$ cat src/hdl/magnetometer_heading_angle_defines.svh
// Assertion macros for the magnetometer heading angle block
`ifndef MAGNETOMETER_HEADING_ANGLE_DEFINES_SVH
`define MAGNETOMETER_HEADING_ANGLE_DEFINES_SVH

// Check prop on every rising edge outside reset
`define HMH_ASSERT_CK(lbl, ck, rst_n, prop, msg) \
	lbl: assert property (@(posedge ck) disable iff (!rst_n) (prop)) else $error(msg);

// Check that cond on one edge is followed by res on the next edge
`define HMH_ASSERT_NEXT(lbl, ck, rst_n, cond, res, msg) \
	lbl: assert property (@(posedge ck) disable iff (!rst_n) (cond) |=> (res)) else $error(msg);

`endif

$ cat src/hdl/hmh_pkg.sv
// Shared types, constants and arctangent table for the heading angle pipeline
`default_nettype none
package hmh_pkg;

	localparam int VEC_W     = 28;
	localparam int ANG_W     = 32;
	localparam int SAMPLE_W  = 16;
	localparam int HEAD_W    = 16;
	localparam int TAB_LEN   = 24;
	localparam int FRAC_BITS = 16;

	localparam logic signed [ANG_W-1:0] HALF_TURN    = 32'sd1179648000;
	localparam logic signed [ANG_W-1:0] NEG_HALF_TURN = -32'sd1179648000;
	localparam logic [HEAD_W-1:0]       ZERO_HEADING = 16'd18000;
	localparam logic [HEAD_W-1:0]       MAX_HEADING  = 16'd36000;
	// half turn plus half of one output step
	localparam logic signed [ANG_W+1:0] ROUND_OFFSET = 34'sd1179680768;

	localparam logic signed [ANG_W-1:0] ATAN_TAB [TAB_LEN] = '{
		32'sd294912000, 32'sd174096719, 32'sd91987925, 32'sd46694507,
		32'sd23437865,  32'sd11730358,  32'sd5866610,  32'sd2933484,
		32'sd1466764,   32'sd733385,    32'sd366693,   32'sd183346,
		32'sd91673,     32'sd45837,     32'sd22918,    32'sd11459,
		32'sd5730,      32'sd2865,      32'sd1432,     32'sd716,
		32'sd358,       32'sd179,       32'sd90,       32'sd45
	};

	typedef struct packed {
		logic                    zero;
		logic signed [VEC_W-1:0] x;
		logic signed [VEC_W-1:0] y;
		logic signed [ANG_W-1:0] z;
	} hmh_vec_t;

endpackage
`default_nettype wire

$ cat src/hdl/hmh_prerot.sv
// Input stage: zero detect, half-turn pre-rotation and scaling of the sample
`default_nettype none
module hmh_prerot (
	input  wire logic                            clk,
	input  wire logic                            arst_n,
	input  wire logic                            in_valid,
	output logic                                 in_ready,
	input  wire logic signed [hmh_pkg::SAMPLE_W-1:0] in_x,
	input  wire logic signed [hmh_pkg::SAMPLE_W-1:0] in_y,
	output logic                                 out_valid,
	input  wire logic                            out_ready,
	output hmh_pkg::hmh_vec_t                    out_vec
);
	import hmh_pkg::*;

	logic                      vld_s1;
	hmh_vec_t                  vec_s1;
	hmh_vec_t                  vec_d;
	logic signed [SAMPLE_W:0]  x_ext;
	logic signed [SAMPLE_W:0]  y_ext;
	logic signed [SAMPLE_W:0]  x_rot;
	logic signed [SAMPLE_W:0]  y_rot;

	assign in_ready  = !vld_s1 || out_ready;
	assign out_valid = vld_s1;
	assign out_vec   = vec_s1;

	always_comb begin
		x_ext      = {in_x[SAMPLE_W-1], in_x};
		y_ext      = {in_y[SAMPLE_W-1], in_y};
		x_rot      = in_x[SAMPLE_W-1] ? -x_ext : x_ext;
		y_rot      = in_x[SAMPLE_W-1] ? -y_ext : y_ext;
		vec_d.zero = (in_x == '0) && (in_y == '0);
		vec_d.x    = {{(VEC_W-SAMPLE_W-9){x_rot[SAMPLE_W]}}, x_rot, 8'd0};
		vec_d.y    = {{(VEC_W-SAMPLE_W-9){y_rot[SAMPLE_W]}}, y_rot, 8'd0};
		if (!in_x[SAMPLE_W-1]) begin
			vec_d.z = '0;
		end else if (!in_y[SAMPLE_W-1]) begin
			vec_d.z = HALF_TURN;
		end else begin
			vec_d.z = NEG_HALF_TURN;
		end
	end

	always_ff @(posedge clk or negedge arst_n) begin
		if (!arst_n) begin
			vld_s1 <= 1'b0;
		end else if (in_ready) begin
			vld_s1 <= in_valid;
		end
	end

	always_ff @(posedge clk) begin
		if (in_valid && in_ready) begin
			vec_s1 <= vec_d;
		end
	end

endmodule
`default_nettype wire

$ cat src/hdl/hmh_rot_stage.sv
// One vectoring micro-rotation stage of the angle pipeline
`default_nettype none
module hmh_rot_stage #(
	parameter int STAGE = 0
) (
	input  wire logic              clk,
	input  wire logic              arst_n,
	input  wire logic              in_valid,
	output logic                   in_ready,
	input  wire hmh_pkg::hmh_vec_t in_vec,
	output logic                   out_valid,
	input  wire logic              out_ready,
	output hmh_pkg::hmh_vec_t      out_vec
);
	import hmh_pkg::*;

	logic                    vld_s2;
	hmh_vec_t                vec_s2;
	hmh_vec_t                vec_d;
	logic signed [VEC_W-1:0] dx;
	logic signed [VEC_W-1:0] dy;
	logic                    y_pos;

	assign in_ready  = !vld_s2 || out_ready;
	assign out_valid = vld_s2;
	assign out_vec   = vec_s2;

	always_comb begin
		dx         = in_vec.y >>> STAGE;
		dy         = in_vec.x >>> STAGE;
		y_pos      = !in_vec.y[VEC_W-1] && (in_vec.y != '0);
		vec_d.zero = in_vec.zero;
		if (y_pos) begin
			vec_d.x = in_vec.x + dx;
			vec_d.y = in_vec.y - dy;
			vec_d.z = in_vec.z + ATAN_TAB[STAGE];
		end else begin
			vec_d.x = in_vec.x - dx;
			vec_d.y = in_vec.y + dy;
			vec_d.z = in_vec.z - ATAN_TAB[STAGE];
		end
	end

	always_ff @(posedge clk or negedge arst_n) begin
		if (!arst_n) begin
			vld_s2 <= 1'b0;
		end else if (in_ready) begin
			vld_s2 <= in_valid;
		end
	end

	always_ff @(posedge clk) begin
		if (in_valid && in_ready) begin
			vec_s2 <= vec_d;
		end
	end

endmodule
`default_nettype wire

$ cat src/hdl/hmh_post.sv
// Output stage: offset, round and clamp the angle to hundredths of a degree
`default_nettype none
`include "magnetometer_heading_angle_defines.svh"
module hmh_post (
	input  wire logic                         clk,
	input  wire logic                         arst_n,
	input  wire logic                         in_valid,
	output logic                              in_ready,
	input  wire hmh_pkg::hmh_vec_t            in_vec,
	output logic                              out_valid,
	input  wire logic                         out_ready,
	output logic [hmh_pkg::HEAD_W-1:0]        out_heading
);
	import hmh_pkg::*;

	logic                    vld_s3;
	logic [HEAD_W-1:0]       heading_s3;
	logic [HEAD_W-1:0]       heading_d;
	logic signed [ANG_W+1:0] h_sum;
	logic [ANG_W+1-FRAC_BITS:0] h_int;

	assign in_ready    = !vld_s3 || out_ready;
	assign out_valid   = vld_s3;
	assign out_heading = heading_s3;

	always_comb begin
		h_sum = {{2{in_vec.z[ANG_W-1]}}, in_vec.z} + ROUND_OFFSET;
		h_int = h_sum[ANG_W+1:FRAC_BITS];
		if (in_vec.zero) begin
			heading_d = ZERO_HEADING;
		end else if (h_sum[ANG_W+1]) begin
			heading_d = '0;
		end else if (h_int > {{(ANG_W+2-FRAC_BITS-HEAD_W){1'b0}}, MAX_HEADING}) begin
			heading_d = MAX_HEADING;
		end else begin
			heading_d = h_int[HEAD_W-1:0];
		end
	end

	always_ff @(posedge clk or negedge arst_n) begin
		if (!arst_n) begin
			vld_s3 <= 1'b0;
		end else if (in_ready) begin
			vld_s3 <= in_valid;
		end
	end

	always_ff @(posedge clk) begin
		if (in_valid && in_ready) begin
			heading_s3 <= heading_d;
		end
	end

	`HMH_ASSERT_CK(a_heading_range, clk, arst_n, !vld_s3 || (heading_s3 <= MAX_HEADING), "heading out of range")
	`HMH_ASSERT_NEXT(a_zero_heading, clk, arst_n, in_valid && in_ready && in_vec.zero, heading_s3 == ZERO_HEADING, "zero sample heading wrong")
	`HMH_ASSERT_NEXT(a_load_valid, clk, arst_n, in_valid && in_ready, vld_s3, "transfer into output stage lost")

endmodule
`default_nettype wire

$ cat src/hdl/magnetometer_heading_angle.sv
// Top level: pipelined vectoring atan2 compass heading from X/Y magnetometer readings
//
//   channel  | dir | fields
//   s_*      | in  | tdata[15:0] mag_x, tdata[31:16] mag_y (signed)
//   m_*      | out | tdata[15:0] heading_centideg, 0..36000
//
// The pipeline has one pre-rotation stage, one stage per micro-rotation and one
// rounding stage. One sample enters per cycle unless m_tready stalls the pipeline.
// Reset clears only the stage valid bits.
// Each stage has its own ready, so bubbles fill while m_tready is low and a stall
// holds every stage without loss.
`default_nettype none
module magnetometer_heading_angle #(
	parameter int ANGLE_ITERATIONS = 16
) (
	input  wire logic        clk,
	input  wire logic        arst_n,
	input  wire logic        s_tvalid,
	output logic             s_tready,
	input  wire logic [31:0] s_tdata,   // mag_x [15:0], mag_y [31:16]
	output logic             m_tvalid,
	input  wire logic        m_tready,
	output logic [15:0]      m_tdata    // heading_centideg [15:0]
);
	import hmh_pkg::*;

	localparam int NITER = (ANGLE_ITERATIONS > TAB_LEN) ? TAB_LEN : ANGLE_ITERATIONS;

	hmh_vec_t vec   [NITER+1];
	logic     valid [NITER+1];
	logic     ready [NITER+1];

	hmh_prerot u_prerot (
		.clk       (clk),
		.arst_n    (arst_n),
		.in_valid  (s_tvalid),
		.in_ready  (s_tready),
		.in_x      (s_tdata[SAMPLE_W-1:0]),
		.in_y      (s_tdata[2*SAMPLE_W-1:SAMPLE_W]),
		.out_valid (valid[0]),
		.out_ready (ready[0]),
		.out_vec   (vec[0])
	);

	for (genvar i = 0; i < NITER; i++) begin : g_rot
		hmh_rot_stage #(
			.STAGE (i)
		) u_rot (
			.clk       (clk),
			.arst_n    (arst_n),
			.in_valid  (valid[i]),
			.in_ready  (ready[i]),
			.in_vec    (vec[i]),
			.out_valid (valid[i+1]),
			.out_ready (ready[i+1]),
			.out_vec   (vec[i+1])
		);
	end

	hmh_post u_post (
		.clk         (clk),
		.arst_n      (arst_n),
		.in_valid    (valid[NITER]),
		.in_ready    (ready[NITER]),
		.in_vec      (vec[NITER]),
		.out_valid   (m_tvalid),
		.out_ready   (m_tready),
		.out_heading (m_tdata)
	);

endmodule
`default_nettype wire
$ cat config.mk
export PLATFORM = sky130hd
export DESIGN_NAME = magnetometer_heading_angle
export DESIGN_NICKNAME = d
export VERILOG_FILES = /design/src/hdl/hmh_pkg.sv /design/src/hdl/hmh_prerot.sv /design/src/hdl/hmh_rot_stage.sv /design/src/hdl/hmh_post.sv /design/src/hdl/magnetometer_heading_angle.sv
export VERILOG_INCLUDE_DIRS = /design/src /design/src/hdl
export SDC_FILE = /design/constraint.sdc
export NUM_CORES = 2
export LEC_CHECK = 0
export BUFFER_PORTS_ARGS = -buffer_cell sky130_fd_sc_hd__buf_4
export CORE_ASPECT_RATIO = 0.8
export CORE_MARGIN = 2
export CORE_UTILIZATION = 40
export CTS_BUF_LIST = sky130_fd_sc_hd__clkbuf_4 sky130_fd_sc_hd__clkbuf_8
export DETAILED_ROUTE_END_ITERATION = 7
export PLACE_DENSITY_LB_ADDON = 0.2
export SKIP_CTS_REPAIR_TIMING = 1
export SYNTH_ARGS = -nofsm -noshare
export SYNTH_HDL_FRONTEND = slang
export SYNTH_SLANG_ARGS = --single-unit
$ cat constraint.sdc
create_clock -name clk -period 10 [get_ports clk]
set_input_delay 3 -clock clk [delete_from_list [all_inputs] [get_ports clk]]
set_output_delay 3 -clock clk [all_outputs]
set_load 0.005 [all_outputs]
==> results.md <==
* Status: finished clean
* CTS tree: yes
* Ranking of synthesized cells by area: edfxtp_1 37%, ha_1 14%, xnor2_1 8.7%, a21oi_1 4.5%, xor2_1 3.8%
* Total gr overflow at 0
* Synth area leader: edfxtp_1
* Min Clock Period, post-route at 8280 ps
* Die extent in x at 572 um
* Synth Register Bits at 1282
* Design area at 113000 um2
* Cells after synthesis at 10.5k
* Critical path type: input port to output port
* Slew Limit Fails at 0
* R2R cell count at 20
* Total GRT Usage at 0.191
* Clk buf depth at 4
* Routed WL at 259000 um
* 1st-pass router iterations at 6
* Register area at 38400 um2
* Reg clk slew, reported paths at 60 ps
* Mapped Area at 103000 um2
* Die area at 262000 um2
* Largest net degree at the start of global routing at 75
* Post-synth cell types at 88
* Fin util at 0.441
* Yosys warns at 0
* Placed Instance Area at 108000 um2
* First-pass GRT wire length at 410000 um
* Worst setup margin at 1720 ps
* Ys async rst share at 0.0140
* Synth Flop Type: edfxtp_1
* Crit. Startpoint: m_tready
* Post-synth top area share at 0.367
* Required @ worst endpoint at 7000 ps
* Slew HR at 0.132
* Mapped Avg Cell Area at 9.80 um2
* Layout cells sized above 1 at 0.0588
* Hold Path Cell Cnt at 0
* Initial core utilization at 0.403
* FF-to-FF Start: g_rot[7].u_rot.out_vec[52]
* Setup violations, final at 0
* DR iter-0 viols at 5531
* Type of origin of the critical path: input port
* Worst-Skew Late Latency at 1010 ps
* PortBufs at 53
* Post-DP HPWL at 204000 um
* Nets at 12.0k
* Vert. Die Dim at 459 um
* # IOs at 54
* CTS sink cnt at 1282
* Area Overhead vs Synth at 9.40%
* Worst setup EP type: output port
* Post-synthesis sequential area ratio at 0.372
* Area of the multi-input gates at 62900 um2
* Vias in the first global route at 76.0k
* Number of fill cells at 24.6k
* WP data arrival at 5280 ps
* # rows at 166
* Worst Max-Slew Pin Slew at 1270 ps
* RSZ-0062 raised after global routing: no
* Place WS at 1710 ps
* Vias per inst at 5.54
* Via Count at 79.8k
* Critical path peak fanout at 5
* Placer congestion estimate at 0.893
* CTS Buf Count at 230
* Root Buffer: clkbuf_8
* Fin crit share at 0.828
* Max-cap violations at 0
* H-tree depth at 4
* Core Box Area at 256000 um2
* Final hold vios at 0
* Initial antenna violation count at 4
* Routed WL per cell at 18.0 um
* DRC Markers at 0
* Fmax at 121 MHz
* Fin Setup TNS at 0 ps
* Post-synth EDFFs at 1264
* Hold Path Class: register to register
* Worst hold start: g_rot[8].u_rot.out_vec[88]
* Final Skew at 90.2 ps
* Routed Antenna Nets at 0
cell usage in the layout (no fill, tap or decap), types with 149 or more instances in the layout:
cell type | netlist | routed
edfxtp_1 | 1264 | 1264
ha_1 | 1193 | 1193
xnor2_1 | 1027 | 1027
a21oi_1 | 936 | 935
nor2_1 | 852 | 851
nand2_1 | 586 | 586
o21ai_0 | 548 | 548
inv_1 | 450 | 450
xor2_1 | 445 | 445
a21o_1 | 360 | 360
nor3_1 | 324 | 324
clkbuf_8 | 0 | 233
nand3_1 | 216 | 216
nor2b_1 | 156 | 154
o21a_1 | 150 | 149
logic make-up after synthesis:
logic type      count (synthesis)  share of synthesized area
simple gates                 2952                      0.140
other cells                     1                  0.0000363
buf+inv                       595                     0.0217
mux                            65                    0.00642
fa+ha+maj                    1230                      0.152
xor+xnor                     1472                      0.125
compound gates               2947                      0.184
flops                        1282                      0.372
per-stage QoR:
stage	hold slack, ps	std cells
floorplan	400	10587
global placement	402	13995
detailed placement	405	13995
CTS	416	14404
global route	413	14405
finish	417	14407
cells in the mapped netlist, types with 101 or more instances:
library cell     n
nand3_1        216
nor3_1         324
a21oi_1        936
edfxtp_1      1264
nand2b_1       148
nor4_1         101
a21o_1         360
o21bai_1       131
xnor2_1       1027
nor2_1         852
clkbuf_1       118
xor2_1         445
or3_1          115
inv_1          450
nor2b_1        156
ha_1          1193
o21a_1         150
o31ai_1        147
o21ai_0        548
nand2_1        586
and3_1         104
worst max-delay path, stage by stage:
cell and delay (ps):
buf_4 110, nor2b_1 270, nand3_1 180, nor2_1 300
nand2_1 160, nor3_1 650, nand2_1 160, nor2_1 140
nand4_1 140, buf_4 170
per-layer routing:
layer  wire (um)  track usage  up-vias
li1            -            -    39898
met1      128000        0.278    37821
met2      112000        0.296     1707
met3       12600       0.0282      355
met4        5710       0.0459        0
met5           0            0        -
sequential cells by signal, indices dropped and copies added, names as in the netlist:
register and cells:
g_rot.u_rot.out_valid 16, u_post.out_valid 1, g_rot.u_rot.out_vec 1210, u_prerot.out_valid 1, u_post.out_heading 16, u_prerot.out_vec 38
final cells by class:
cell class                      count  share of cell area
Multi-Input combinational cell   8710               0.557
Sequential cell                  1282               0.340
Tap cell                         3444              0.0381
Clock buffer                      285              0.0318
Inverter                          456              0.0151
Clock inverter                    124              0.0115
Timing Repair Buffer              103             0.00684
Antenna cell                        3           0.0000664
path summary, 6_finish.rpt:
check / slack (ps) / endpoint
setup / recovery: 1720 / s_tready
hold / removal: 420 / g_rot[9].u_rot.out_vec[88]
setup reg to reg: 2290 / g_rot[8].u_rot.out_vec[87]
hold reg to reg: 420 / g_rot[9].u_rot.out_vec[88]
max in group asynchronous: 7910 / g_rot[12].u_rot.out_valid
min in group asynchronous: 1880 / g_rot[5].u_rot.out_valid
Power is not shown: default switching activity piles up to over one toggle a cycle in this logic, so the estimate is an artifact.
